`src/rtl/fhdc_pkg.sv`:
```
// Shared types, constants and float helpers of the hash dedup cache.
package fhdc_pkg;

    localparam logic [31:0] EXP_MASK  = 32'h7F80_0000;
    localparam logic [31:0] SIGN_MASK = 32'h8000_0000;
    localparam logic [31:0] ABS_MASK  = 32'h7FFF_FFFF;
    localparam logic [31:0] QNAN_BITS = 32'h7FC0_0000;

    // pending queue: depth and widths of its count and index
    localparam int PEND_DEPTH = 4;
    localparam int PEND_W     = 3;
    localparam int PIDX_W     = 2;

    typedef enum logic [0:0] {
        FOP_ADD = 1'b0,
        FOP_MUL = 1'b1
    } t_fop;

    // item travelling down the cell chain
    typedef struct packed {
        logic        valid;
        logic        match;
        logic [31:0] hash;
    } t_probe;

    function automatic logic [31:0] flush_bits(input logic [31:0] b);
        flush_bits = ((b & EXP_MASK) == 32'd0) ? (b & SIGN_MASK) : b;
    endfunction

    function automatic logic is_nan(input logic [31:0] b);
        is_nan = (b & ABS_MASK) > EXP_MASK;
    endfunction

    // stored value (raw) against an already flushed probe
    function automatic logic hash_eq(input logic [31:0] st, input logic [31:0] pr);
        logic [31:0] f;
        f = flush_bits(st);
        if (is_nan(f) || is_nan(pr)) begin
            hash_eq = 1'b0;
        end else if (((f & ABS_MASK) == 32'd0) && ((pr & ABS_MASK) == 32'd0)) begin
            hash_eq = 1'b1;
        end else begin
            hash_eq = (f == pr);
        end
    endfunction

endpackage

```
`src/rtl/fhdc_fpu.sv`:
```
// Pipelined single-precision add / multiply unit, round to nearest even.
module fhdc_fpu (
    input  logic               i_clk,
    input  logic               i_rst_n,
    input  logic               i_start,
    input  fhdc_pkg::t_fop     i_op,
    input  logic [31:0]        i_a,
    input  logic [31:0]        i_b,
    output logic               o_done,
    output logic [31:0]        o_res
);

    function automatic logic [5:0] lzc48(input logic [47:0] m);
        logic [5:0] z;
        z = 6'd0;
        for (int i = 0; i < 48; i++) begin
            if (m[i]) begin
                z = 6'(47 - i);
            end
        end
        lzc48 = z;
    endfunction

    // ---- stage 1: unpack, align and add, or multiply
    logic [7:0]         w_ea, w_eb, w_eae, w_ebe, w_ebig, w_esm;
    logic [22:0]        w_fa, w_fb;
    logic [23:0]        w_ma, w_mb, w_mbig, w_msm;
    logic               w_sa, w_sb, w_sbig, w_ssm, w_a_big;
    logic               w_anan, w_bnan, w_ainf, w_binf, w_azero, w_bzero;
    logic [7:0]         w_diff;
    logic [4:0]         w_ash;
    logic [53:0]        w_ext;
    logic [26:0]        w_al, w_big27;
    logic [27:0]        w_sum;
    logic [47:0]        w_prod;
    logic               n_spec, n_sign, n_zsign;
    logic [31:0]        n_spec_res;
    logic signed [10:0] n_eb;
    logic [47:0]        n_m;

    always_comb begin
        w_ea  = i_a[30:23];
        w_eb  = i_b[30:23];
        w_fa  = i_a[22:0];
        w_fb  = i_b[22:0];
        w_sa  = i_a[31];
        w_sb  = i_b[31];
        w_anan  = (w_ea == 8'hFF) && (w_fa != 23'd0);
        w_bnan  = (w_eb == 8'hFF) && (w_fb != 23'd0);
        w_ainf  = (w_ea == 8'hFF) && (w_fa == 23'd0);
        w_binf  = (w_eb == 8'hFF) && (w_fb == 23'd0);
        w_azero = (w_ea == 8'd0) && (w_fa == 23'd0);
        w_bzero = (w_eb == 8'd0) && (w_fb == 23'd0);
        w_ma  = {w_ea != 8'd0, w_fa};
        w_mb  = {w_eb != 8'd0, w_fb};
        w_eae = (w_ea == 8'd0) ? 8'd1 : w_ea;
        w_ebe = (w_eb == 8'd0) ? 8'd1 : w_eb;

        // addition: larger magnitude first
        w_a_big = i_a[30:0] >= i_b[30:0];
        w_ebig  = w_a_big ? w_eae : w_ebe;
        w_esm   = w_a_big ? w_ebe : w_eae;
        w_mbig  = w_a_big ? w_ma : w_mb;
        w_msm   = w_a_big ? w_mb : w_ma;
        w_sbig  = w_a_big ? w_sa : w_sb;
        w_ssm   = w_a_big ? w_sb : w_sa;
        w_diff  = w_ebig - w_esm;
        w_ash   = (w_diff > 8'd31) ? 5'd31 : w_diff[4:0];
        w_ext   = {w_msm, 3'b000, 27'd0} >> w_ash;
        w_al    = w_ext[53:27] | {26'd0, |w_ext[26:0]};
        w_big27 = {w_mbig, 3'b000};
        w_sum   = (w_sbig == w_ssm) ? ({1'b0, w_big27} + {1'b0, w_al})
                                    : ({1'b0, w_big27} - {1'b0, w_al});
        w_prod  = w_ma * w_mb;

        case (i_op)
            fhdc_pkg::FOP_MUL: begin
                n_spec  = w_anan || w_bnan || w_ainf || w_binf;
                n_sign  = w_sa ^ w_sb;
                n_zsign = w_sa ^ w_sb;
                if (w_anan || w_bnan || (w_ainf && w_bzero) || (w_binf && w_azero)) begin
                    n_spec_res = fhdc_pkg::QNAN_BITS;
                end else begin
                    n_spec_res = {w_sa ^ w_sb, 8'hFF, 23'd0};
                end
                n_eb = signed'({3'd0, w_eae}) + signed'({3'd0, w_ebe}) - 11'sd126;
                n_m  = w_prod;
            end
            default: begin
                n_spec  = w_anan || w_bnan || w_ainf || w_binf;
                n_sign  = w_sbig;
                n_zsign = (w_sa == w_sb) ? w_sa : 1'b0;
                if (w_anan || w_bnan || (w_ainf && w_binf && (w_sa != w_sb))) begin
                    n_spec_res = fhdc_pkg::QNAN_BITS;
                end else begin
                    n_spec_res = {w_ainf ? w_sa : w_sb, 8'hFF, 23'd0};
                end
                n_eb = signed'({3'd0, w_ebig}) + 11'sd1;
                n_m  = {w_sum, 20'd0};
            end
        endcase
    end

    logic               r1_v, r2_v, r3_v, r4_v;
    logic               r1_spec, r2_spec, r3_spec;
    logic               r1_sign, r2_sign, r3_sign;
    logic               r1_zsign, r2_zsign, r3_zsign;
    logic [31:0]        r1_spec_res, r2_spec_res, r3_spec_res, r4_res;
    logic signed [10:0] r1_eb, r2_eb, r3_eb;
    logic [47:0]        r1_m, r2_m, r3_m;
    logic [5:0]         r2_z;

    // ---- stage 4: denormalise, round and pack
    logic [10:0]  w_dsh_raw;
    logic [5:0]   w_dsh;
    logic [95:0]  w_dext;
    logic [47:0]  w_mm;
    logic         w_st2, w_rup;
    logic [7:0]   w_field;
    logic [30:0]  w_packed, w_rounded;
    logic [31:0]  n_res;

    always_comb begin
        w_dsh_raw = 11'(11'sd1 - r3_eb);
        w_dsh     = (w_dsh_raw > 11'd63) ? 6'd63 : w_dsh_raw[5:0];
        w_dext    = {r3_m, 48'd0} >> w_dsh;
        if (r3_eb < 11'sd1) begin
            w_mm    = w_dext[95:48];
            w_st2   = |w_dext[47:0];
            w_field = 8'd0;
        end else begin
            w_mm    = r3_m;
            w_st2   = 1'b0;
            w_field = r3_eb[7:0];
        end
        w_packed  = {w_field, w_mm[46:24]};
        w_rup     = w_mm[23] && ((|w_mm[22:0]) || w_st2 || w_mm[24]);
        w_rounded = w_packed + {30'd0, w_rup};
        if (r3_spec) begin
            n_res = r3_spec_res;
        end else if (r3_m == 48'd0) begin
            n_res = {r3_zsign, 31'd0};
        end else if (r3_eb >= 11'sd255) begin
            n_res = {r3_sign, 8'hFF, 23'd0};
        end else begin
            n_res = {r3_sign, w_rounded};
        end
    end

    always_ff @(posedge i_clk) begin
        if (!i_rst_n) begin
            r1_v <= 1'b0;
            r2_v <= 1'b0;
            r3_v <= 1'b0;
            r4_v <= 1'b0;
        end else begin
            r1_v <= i_start;
            r2_v <= r1_v;
            r3_v <= r2_v;
            r4_v <= r3_v;
        end
    end

    always_ff @(posedge i_clk) begin
        r1_spec     <= n_spec;
        r1_sign     <= n_sign;
        r1_zsign    <= n_zsign;
        r1_spec_res <= n_spec_res;
        r1_eb       <= n_eb;
        r1_m        <= n_m;
        // stage 2: leading zero count
        r2_spec     <= r1_spec;
        r2_sign     <= r1_sign;
        r2_zsign    <= r1_zsign;
        r2_spec_res <= r1_spec_res;
        r2_eb       <= r1_eb;
        r2_m        <= r1_m;
        r2_z        <= lzc48(r1_m);
        // stage 3: normalising shift
        r3_spec     <= r2_spec;
        r3_sign     <= r2_sign;
        r3_zsign    <= r2_zsign;
        r3_spec_res <= r2_spec_res;
        r3_eb       <= r2_eb - signed'({5'd0, r2_z});
        r3_m        <= r2_m << r2_z;
        r4_res      <= n_res;
    end

    assign o_done = r4_v;
    assign o_res  = r4_res;

endmodule

```
`config.mk`:
```
export PLATFORM = sky130hd
export DESIGN_NAME = fhdc_fpu
export DESIGN_NICKNAME = d
export VERILOG_FILES = /design/src/rtl/fhdc_pkg.sv /design/src/rtl/fhdc_fpu.sv
export SDC_FILE = /design/constraint.sdc
export NUM_CORES = 2
export LEC_CHECK = 0
export BUFFER_PORTS_ARGS = -buffer_cell sky130_fd_sc_hd__buf_2
export CAP_MARGIN = 20
export CORE_AREA = 2 2 208 415
export CTS_BUF_LIST = sky130_fd_sc_hd__clkbuf_4 sky130_fd_sc_hd__clkbuf_8 sky130_fd_sc_hd__clkbuf_16
export DETAILED_ROUTE_END_ITERATION = 12
export DIE_AREA = 0 0 210 417
export GPL_TIMING_DRIVEN = 0
export SLEW_MARGIN = 30
export SYNTH_ARGS = -nofsm -noshare
export SYNTH_HDL_FRONTEND = slang
export SYNTH_SLANG_ARGS = --single-unit
```
`constraint.sdc`:
```
create_clock -name i_clk -period 15.9 [get_ports i_clk]
set_input_delay 3.18 -clock i_clk [delete_from_list [all_inputs] [get_ports i_clk]]
set_output_delay 3.18 -clock i_clk [all_outputs]
set_load 0.02 [all_outputs]
```
==> out/metrics.cfg <==
[outcome]
status=completed

[clock_tree]
cts_resized=0
clock-root-buffer=clkbuf_16
cts.clk_slew.worst_paths_ns=0.08
worstSkewPairLatency_ns=0.55
clockBufferDepth=3
numCtsBuffers=19
cts_setup_buffers=0
cts_htree_levels=1
cts_tree=yes
cts_hold_buf=0
cts.sinks=232

[detailed_routing]
antenna_left=0
viasPerCell=6.04
firstDrtPassIters=8
num_vias=35400
routedWlPerCell_um=28.9
drt_iter0_drc=2535
totalWireLength_mm=169
drc_errors=0

[floorplanning]
die_h_um=417
die_area_mm2=0.0876
num_rows=151
dieWidth_um=210
ios=101
fp.coreArea_mm2=0.0845
start_util=0.447

[timing]
drv_slew=0
finalSetupViolations=0
fin_skew_ns=0.0250
finalSetupTns_ns=0
setup_ws_ns=1.17
max_freq_ghz=0.0679
hold_viol_final=0
worst_pin_slew_ns=1.17
rsz0062_at_grt=no
timing.final.crit_share=0.926
min_period_ns=14.73
slew_headroom=0.221

[placement]
placed_area_mm2=0.0397
numPortBuffers=99
place.gp.congestion=1.11
place_hpwl_mm=142
place_ws_ns=1.31

[worst_setup_path]
crit_type=in2reg
critPathRequiredTime_ns=16.28
crit_family=compound AO/OA/AOI/OAI gates
cp-end-kind=register
crit_slowest_cell=a211oi_2
crit_top_cell=a21oi_1
start_kind=primary input
cp.arrival_ns=15.11
crit_path_max_incr_delay_ns=0.85
crit_fanout=10
worst-path-buf-inv=7

[synth]
yosysWarnings=0
async_flop_share=0
yosys.area_share.adder=0.358
synth_top_area_cell=fa_1
ys.flop_type=dfxtp_1
synthTopCellsByArea=fa_1 (26%), dfxtp_1 (12%), ha_1 (10%)
synthCells=4638
synth.cell_area_mm2=0.0378
synth_seq_area_share=0.123
synth_xor_area_frac=0.0264
synth_edf_count=0
synth_top_cell_area_share=0.257
synth_compound_area_frac=0.139
synth_mux_area_frac=0.0721
syn_nets=5496
synth_top_family_by_area=adder cells
synth_cell_type_count=93
synth-seq-cells=232
synthSimpleGateAreaFrac=0.189
syn_avg_cell_area_um2=8.15

[finish]
final_nets=5619
area_growth_pct=6.97
drive_gt1_frac=0.0595
mostFrequentLayoutCell=nand2_1
design_area_mm2=0.0404
final_cell_mix=nand2_1 (668), inv_1 (641), fa_1 (485), nor2_1 (327), ha_1 (305)

[global_route]
grt_max_degree=20
grt_pass1_wl_mm=243
antenna_found_initial=17
grt.total_usage=0.386
grt_pass1_vias=37900
grt_overflow=0

[worst_hold_path]
hp-class=reg2reg

[job]
drv_cap=0

## cell type report
| type | instances | area (um2) |
|---|---|---|
| Fill cell | 8482 | 44000 |
| Multi-Input combinational cell | 3484 | 29700 |
| Sequential cell | 232 | 4640 |
| Inverter | 647 | 2430 |
| Tap cell | 1071 | 1340 |
| Buffer | 275 | 1090 |
| Timing Repair Buffer | 102 | 529 |
| Clock buffer | 24 | 526 |
| Clock inverter | 8 | 97.6 |
| Antenna cell | 16 | 40.0 |
## worst reg2reg max path, cell delays in order (launching register included)
cell	delay, ns
dfxtp_1	0.37
clkbuf_1	0.43
clkinv_1	0.56
ha_1	0.44
nor3b_1	0.20
a2111oi_0	0.42
o21ai_1	0.29
a211oi_2	0.78
buf_2	0.43
clkbuf_1	0.53
a311oi_1	0.13
a311oi_1	0.71
o21ai_0	0.33
a211oi_1	0.42
nand2_1	0.14
nor2_1	0.15
nand2_1	0.12
or3b_2	0.45
clkbuf_1	0.17
nor2_1	0.27
nand2_1	0.17
nor2_1	0.21
nand3_1	0.14
xnor2_1	0.19
a21oi_1	0.09
## per-stage QoR
step / hold slack (ns) / util / cells
floorplan: 0.310 / - / 4638
global placement: 0.310 / 0.469 / 5808
detailed placement: 0.313 / 0.470 / 5809
CTS: 0.322 / 0.477 / 5841
global route: 0.329 / 0.478 / 5844
finish: 0.317 / 0.479 / 5859
## registers in the layout, summed over array words and instances, names as in the netlist, 6 cells and up
signal	count
r1_m	48
r2_m	48
r3_m	48
o_res	32
r3_eb	11
r1_eb	10
r2_eb	10
r2_z	6
## cell usage after synthesis (all sizes together) (52+ instances only)
cell type and instances:
nor3 80, inv 644, fa 485, and2 214, mux4 52, clkbuf 228
ha 305, nand3 58, o21ai 204, a21oi 231, nor2 328, mux2i 128
xnor2 68, dfxtp 232, nand2 668
## path summary, 6_finish.rpt
kind,startpoint,cells past startpoint,endpoint,slack [ns]
worst max-delay path,i_b[17],44,r1_m[45],1.17
worst min-delay path,r2_zsign,0,r3_zsign,0.32
worst max register to register,r3_eb[1],24,o_res[29],7.63
worst min register to register,r2_zsign,0,r3_zsign,0.32
## kinds of logic after synthesis
kind of cell | after synthesis
flip-flops | 232
multiplexers | 204
AND/OR/NAND/NOR | 1555
AO/OA/AOI/OAI | 821
XOR/XNOR | 114
buffers and inverters | 922
adder cells (fa/ha/maj) | 790
## layer usage
metal  part of all wire  vias up  track usage
li1                   -    15500            -
met1               0.28    17100        0.305
met2               0.51     1759        0.707
met3              0.062      985       0.0821
met4               0.15        4        0.472
met5            0.00016        -     0.000565
Power is not shown: default switching activity piles up to over one toggle a cycle in this logic, so the estimate is an artifact.
