## src/rtl/fhdc_pkg.sv

```systemverilog
// Shared types, constants and float helpers of the hash dedup cache.
package fhdc_pkg;

    localparam logic [31:0] EXP_MASK  = 32'h7F80_0000;
    localparam logic [31:0] SIGN_MASK = 32'h8000_0000;
    localparam logic [31:0] ABS_MASK  = 32'h7FFF_FFFF;
    localparam logic [31:0] QNAN_BITS = 32'h7FC0_0000;

    // pending queue: depth and widths of its count and index
    localparam int PEND_DEPTH = 4;
    localparam int PEND_W     = 3;
    localparam int PIDX_W     = 2;

    typedef enum logic [0:0] {
        FOP_ADD = 1'b0,
        FOP_MUL = 1'b1
    } t_fop;

    // item travelling down the cell chain
    typedef struct packed {
        logic        valid;
        logic        match;
        logic [31:0] hash;
    } t_probe;

    function automatic logic [31:0] flush_bits(input logic [31:0] b);
        flush_bits = ((b & EXP_MASK) == 32'd0) ? (b & SIGN_MASK) : b;
    endfunction

    function automatic logic is_nan(input logic [31:0] b);
        is_nan = (b & ABS_MASK) > EXP_MASK;
    endfunction

    // stored value (raw) against an already flushed probe
    function automatic logic hash_eq(input logic [31:0] st, input logic [31:0] pr);
        logic [31:0] f;
        f = flush_bits(st);
        if (is_nan(f) || is_nan(pr)) begin
            hash_eq = 1'b0;
        end else if (((f & ABS_MASK) == 32'd0) && ((pr & ABS_MASK) == 32'd0)) begin
            hash_eq = 1'b1;
        end else begin
            hash_eq = (f == pr);
        end
    endfunction

endpackage

```

## src/rtl/fhdc_cell.sv

```systemverilog
// One pack of stored hashes; compares the passing probe and hands it on.
module fhdc_cell #(
    parameter int LANES  = 4,
    parameter int PACK_W = 6,
    parameter int LANE_W = 2,
    parameter int INDEX  = 0
) (
    input  logic                  i_clk,
    input  logic                  i_rst_n,
    input  fhdc_pkg::t_probe      i_probe,
    input  logic [PACK_W-1:0]     i_last_pack,
    input  logic                  i_wr,
    input  logic [PACK_W-1:0]     i_wr_pack,
    input  logic [LANE_W-1:0]     i_wr_lane,
    input  logic [31:0]           i_wr_hash,
    output fhdc_pkg::t_probe      o_probe
);

    logic [31:0]      r_hash [LANES];
    fhdc_pkg::t_probe r_probe;
    logic             w_hit;

    always_comb begin
        w_hit = 1'b0;
        for (int l = 0; l < LANES; l++) begin
            if (fhdc_pkg::hash_eq(r_hash[l], i_probe.hash)) begin
                w_hit = 1'b1;
            end
        end
    end

    always_ff @(posedge i_clk) begin
        if (!i_rst_n) begin
            for (int l = 0; l < LANES; l++) begin
                r_hash[l] <= 32'd0;
            end
            r_probe <= '0;
        end else begin
            if (i_wr && (i_wr_pack == PACK_W'(INDEX))) begin
                r_hash[i_wr_lane] <= i_wr_hash;
            end
            r_probe.valid <= i_probe.valid;
            r_probe.hash  <= i_probe.hash;
            r_probe.match <= i_probe.match ||
                             (w_hit && (PACK_W'(INDEX) <= i_last_pack));
        end
    end

    assign o_probe = r_probe;

endmodule

```

## config.mk

```make
export PLATFORM = sky130hd
export DESIGN_NAME = fhdc_cell
export DESIGN_NICKNAME = d
export VERILOG_FILES = /design/src/rtl/fhdc_pkg.sv /design/src/rtl/fhdc_cell.sv
export SDC_FILE = /design/constraint.sdc
export NUM_CORES = 1
export LEC_CHECK = 0
export ABC_AREA = 0
export CORE_UTILIZATION = 50
export CTS_CLUSTER_DIAMETER = 100
export DETAILED_ROUTE_END_ITERATION = 8
export DONT_BUFFER_PORTS = 1
export GPL_TIMING_DRIVEN = 0
export PLACE_DENSITY = 0.74
export SYNTH_ARGS = -nofsm -noshare
export SYNTH_HDL_FRONTEND = slang
export SYNTH_SLANG_ARGS = --single-unit
```

## constraint.sdc

```tcl
create_clock -name i_clk -period 11.09 [get_ports i_clk]
set_input_delay 1.109 -clock i_clk [delete_from_list [all_inputs] [get_ports i_clk]]
set_output_delay 1.109 -clock i_clk [all_outputs]
set_load 0.05 [all_outputs]
```

==> results of run 1 <==
final cells by class:
class	count	share of cell area, %
flip-flops and latches	162	46.8
multi-input cells	588	41.5
clock buffers	18	4.44
well taps	225	2.91
plain buffers	57	2.45
clock inverters	14	1.45
repair buffers	1	0.285
inverters	5	0.194
per-stage QoR:
stage	util, %	instances	setup slack [ps]
after floorplan	-	812	6750
after global placement	52.5	1037	5290
after detailed placement	52.8	1038	7250
after CTS	56.1	1070	7690
after global routing	56.1	1070	7470
final	56.1	1070	7650
power by group through the flow:
stage / Sequential, mW / Combinational [mW] / Clock [mW]
after global routing: 0.747 / 0.131 / 0.609
after detailed placement: 0.756 / 0.120 / 0
after CTS: 0.743 / 0.120 / 0.583
after floorplan: 0.743 / 0.0893 / 0
final: 0.745 / 0.122 / 0.583
after global placement: 0.756 / 0.116 / 0
sequential cells by signal, summed over array words and instances (netlist names):
signal	cells
r_hash	128
o_probe	34
synthesized netlist by cell type (all sizes together), types with 13 or more instances:
library cell    n  area [um^2]
dfxtp          34          681
nor4           33          274
xor2           13          114
nor2           61          231
xnor2          67          587
clkbuf         45          169
and2          164         1030
edfxtp        128         3840
nand4          35          219
a21oi          32          160
nor4bb         39          390
a31oi          39          244
o32ai          32          303
layer usage:
| metal | wire (um) | part of all wire, % | GRT usage, % |
|---|---|---|---|
| met1 | 11100 | 41 | 43.5 |
| met3 | 3370 | 12 | 8.43 |
| met5 | 0 | 0 | 0 |
| met4 | 1330 | 4.9 | 16.7 |
| met2 | 11400 | 42 | 43.8 |
logic make-up (layout without fill, tap and decap cells):
| group | count (synthesis) | after routing | synth area share [%] |
|---|---|---|---|
| AO/OA/AOI/OAI | 134 | 134 | 10.6 |
| XOR/XNOR | 80 | 80 | 7.99 |
| buffers and inverters | 62 | 95 | 2.91 |
| flip-flops | 162 | 162 | 51.6 |
| AND/OR/NAND/NOR | 374 | 374 | 26.9 |
path summary, 6_finish.rpt:
path | endpoint
setup / recovery | r_hash[1][6]
hold / removal | o_probe[33]
setup reg to reg | o_probe[32]
hold reg to reg | o_probe[32]
==> flow_summary_export.csv, run 1 <==
group,metric,value,unit
worst_setup_path,crit_arrival,3500,ps
synth,ys_ff_latch,162,
layout,final_area,9660,um^2
clocking,cts-root-buf,"clkbuf_16",
floorplan,io_pins,117,
worst_setup_path,path_delay_family,"simple AND/OR/NAND/NOR gates",
power_and_ir_drop,leakage,3.10,nW
clocking,cts_tree,"yes",
grt,antenna_found_initial,0,
layout,diodes,0,
worst_setup_path,end_kind,"flop",
route,vias,6877,
sta,fmaxAchievable,291,MHz
sta,fin_skew,6.87,ps
sta,hold_violations,0,
sta,hold_slack,797,ps
worst_setup_path,max_stage_delay,900,ps
synth,synth_seq_area_share,51.6,%
placed_design,finalWeightedCongestion,1.05,
power_and_ir_drop,power.internal,1.05,mW
route,drt_iter0_markers,951,
synth,synth-main-ff-cell,"edfxtp_1",
clocking,ctsResizeCount,0,
route,antenna_left,0,
clocking,postCtsHoldBufs,0,
floorplan,die_h,134,um
grt,grt_pass1_wl,39600,um
grt,grt_overflow,0,
synth,yosysWarnings,0,
route,route.detailed.drc,0,
power_and_ir_drop,p_seq_share,51.4,%
sta,fin_crit,3440,ps
synth,ys_async_sr_fraction,0,%
floorplan,rows,48,
layout,mostFrequentLayoutCell,"and2_1",
clocking,cts_buffers,17,
route,drt_wl_total,27200,um
power_and_ir_drop,peakVddDrop,0.000113,V
power_and_ir_drop,total_power,1.45,mW
floorplan,start_util,50.9,%
synth,synthesis.nets,895,
clocking,cts_htree_levels,4,
layout,seq_area,4520,um^2
layout,drive_gt1_share,7.34,%
grt,grt_pass1_vias,6297,
grt,grt.total_usage,31.1,%
power_and_ir_drop,swShare,27.4,%
power_and_ir_drop,p_per_area,150,nW/um^2
worst_setup_path,worst-path-buf-inv,1,
worst_setup_path,cp.required,11150,ps
worst_setup_path,crit_type,"in -> reg",
floorplan,die-area,18100,um^2
sta,slew_viol_final,0,
placed_design,port_buffers,0,
layout,multiInputGateArea,4010,um^2
layout,num-nets-final,915,
status,status,"complete, no violations",
hold_path,hp-class,"in -> reg",
synth,synth_cell_types,47,
synth,syn_avg_cell_area,10.8,um^2
layout,num-fill-cells,1456,
sta,rsz0062_at_grt,"false",
worst_setup_path,r2r_slack,8190,ps
hold_path,min_from,"i_probe[33]",
sta,final.period_utilization,31.0,%
power_and_ir_drop,p_sw,0.397,mW
power_and_ir_drop,clkPwrFrac,40.2,%
sta,tns,0,ps
clocking,clk_latency,440,ps
route,drt-wirelength-per-cell,25.5,um
floorplan,core,17200,um^2
sta,relSlewSlack,36.3,%
route,vias_per_cell,6.43,
worst_setup_path,cp.depth,4,
route,dr.pass1.iters,7,
clocking,clk_pin_slew,70,ps
run,maxCapViolCount,0,
synth,synth_area,8770,um^2
worst_setup_path,path_cells,"clkbuf_1, nand4_1, nor3b_1, nand2b_2",
worst_setup_path,startpoint_type,"input pin",
grt,grt_max_degree,33,
layout,final_cell_mix,"and2_1 (164), edfxtp_1 (128), xnor2_1 (67), nor2_1 (60), clkbuf_1 (46)",
clocking,post_cts_buffers,0,
clocking,clockBufferDepth,2,
worst_setup_path,slowest_stage,"nand2b_2",
worst_setup_path,worstPathMaxFanout,32,
synth,synth_edf_count,128,
floorplan,fp.dieW,134,um
placed_design,hpwlAfterDp,20300,um
clocking,cts_sinks,162,
power_and_ir_drop,combPwrFrac,8.4,%
hold_path,min_path_cells,1,
worst_setup_path,worstReg2RegStart,"r_hash[0][27]",
layout,synthToLayoutAreaGrowth,10.2,%
worst_setup_path,reg2reg_depth,8,
sta,setup_viol_count_final,0,
synth,synthCells,812,
placed_design,place_area,9090,um^2
sta,worst_slew_pin_slew,955,ps
worst_setup_path,startpoint,"i_rst_n",
(Power assumes the default switching activity.)
==> run 2, diff against run 1 <==
Clock period 11.09 ns to 3.5 ns, I/O delays scaled along.
==> run 2 against run 1 <==
Effect of this change: register-to-register slack got worse by 7700 ps; total power rose to 3.1 times the previous value; final cell count unchanged; clock power rose to 3.1 times the previous value; critical endpoint is now o_probe[32]; clock skew about the same; worst setup slack worse by 7200 ps; final area decreased by 0.14%; via count fell by 0.35%.
==> flow_summary_export.csv, run 2 (synthesized netlist as in run 1, its figures left out) <==
group,metric,value,unit
grt,grt_pass1_wl,39400,um
clocking,postCtsHoldBufs,0,
route,antenna_left,0,
floorplan,die_h,134,um
sta,hold_violations,0,
sta,rsz0062_at_grt,"false",
floorplan,die-area,18100,um^2
floorplan,start_util,50.9,%
worst_setup_path,r2r_slack,480,ps
layout,regMostFlops,"r_hash",
run,maxCapViolCount,0,
worst_setup_path,worstReg2RegStart,"r_hash[0][23]",
layout,largest_register_ffs,128,
layout,num-nets-final,915,
placed_design,port_buffers,0,
route,vias,6853,
hold_path,hp-class,"in -> reg",
power_and_ir_drop,peakVddDrop,0.000359,V
placed_design,finalWeightedCongestion,1.06,
floorplan,io_pins,117,
clocking,post_cts_buffers,0,
clocking,cts_sinks,162,
worst_setup_path,endpoint,"o_probe[32]",
floorplan,core,17200,um^2
layout,final_cell_count_no_fill,1070,
clocking,clk_pin_slew,60,ps
worst_setup_path,end_kind,"flop",
clocking,cts_buffers,17,
sta,fmaxAchievable,331,MHz
clocking,clk_latency,440,ps
layout,diodes,0,
route,drt_iter0_markers,760,
layout,num-fill-cells,1495,
clocking,cts-root-buf,"clkbuf_16",
route,dr.pass1.iters,7,
clocking,ctsResizeCount,0,
clocking,clockBufferDepth,2,
route,drt-wirelength-per-cell,25.3,um
layout,final_area,9650,um^2
placed_design,dp.cells,1038,
route,route.detailed.drc,0,
clocking,cts_htree_levels,4,
sta,fin_skew,6.76,ps
worst_setup_path,reg2reg_depth,8,
sta,tns,0,ps
layout,synthToLayoutAreaGrowth,10.1,%
route,drt_wl_total,27100,um
worst_setup_path,startpoint,"r_hash[0][23]",
sta,final.period_utilization,86.4,%
status,status,"complete, no violations",
layout,seq_area,4520,um^2
placed_design,hpwlAfterDp,20300,um
layout,mostFrequentLayoutCell,"and2_1",
grt,grt_overflow,0,
sta,hold_slack,48.3,ps
grt,grt_max_degree,33,
grt,antenna_found_initial,0,
layout,final_core_util,56.0,%
grt,grt_pass1_vias,6320,
worst_setup_path,r2r-end,"o_probe[32]",
sta,setup_viol_count_final,0,
clocking,cts_tree,"yes",
worst_setup_path,worstPathMaxFanout,10,
power_and_ir_drop,p_per_area,470,nW/um^2
sta,worst_slew_pin_slew,953,ps
worst_setup_path,crit_type,"reg -> reg",
floorplan,fp.dieW,134,um
sta,relSlewSlack,36.5,%
worst_setup_path,crit_arrival,3360,ps
worst_setup_path,cp.required,3830,ps
grt,grt.total_usage,31.0,%
placed_design,place_area,9090,um^2
layout,final_cell_mix,"and2_1 (164), edfxtp_1 (128), xnor2_1 (67), nor2_1 (60), clkbuf_1 (47)",
layout,multiInputGateArea,4010,um^2
floorplan,rows,48,
route,vias_per_cell,6.40,
sta,fin_crit,3020,ps
layout,drive_gt1_share,7.22,%
worst_setup_path,startpoint_type,"flop",
power_and_ir_drop,leakage,3.11,nW
sta,slew_viol_final,0,
-- run 2: changes by cell type in the layout (fill, tap and decap cells not counted), moves of 2 or more --
cell      previous run  this run
inv_8                2         0
clkbuf_8             0         3
inv_4                0         3
clkbuf_2             0         2
inv_6                7         1
-- run 2: routing by layer --
| layer | track usage, % | vias up | wire (um) |
|---|---|---|---|
| met3 | 8.84 | 59 | 3170 |
| li1 | - | 3077 | - |
| met1 | 43.2 | 3281 | 11300 |
| met4 | 13.6 | 0 | 949 |
| met2 | 44.6 | 436 | 11700 |
| met5 | 0 | - | 0 |
-- run 2: worst min path at each step --
stage                      from           to  slack (ps)  cells past startpoint
global route        i_probe[33]  o_probe[33]          40                      1
global placement    i_probe[33]  o_probe[33]         480                      1
floorplan           i_probe[33]  o_probe[33]         480                      1
finish              i_probe[33]  o_probe[33]          50                      1
CTS                 i_probe[33]  o_probe[33]          40                      1
detailed placement  i_probe[33]  o_probe[33]         490                      1
-- run 2: power by group --
part	internal [mW]	switching [mW]
combinational	0.161	0.229
clock	1.01	0.770
sequential	2.18	0.183
-- run 2: cell type report --
type                    count  share of cell area (%)
multi-input cells         588                    41.5
well taps                 225                    2.92
clock inverters             7                   0.480
repair buffers              1                   0.285
inverters                   5                   0.194
clock buffers              25                    5.28
flip-flops and latches    162                    46.9
plain buffers              57                    2.45
-- run 2: critical path, stage by stage (launching register included) --
cell and delay (ps):
edfxtp_1 480, nor4_2 630, buf_2 350, a21oi_1 100, o32ai_1 390, nand4_1 240
nor4_1 350, a21oi_1 100, a41oi_2 270
-- run 2: stage by stage --
stage,total power [mW],setup WS (ps)
detailed placement,2.77,423
floorplan,2.64,779
global route,4.65,510
CTS,4.52,585
global placement,2.76,-266
finish,4.53,476
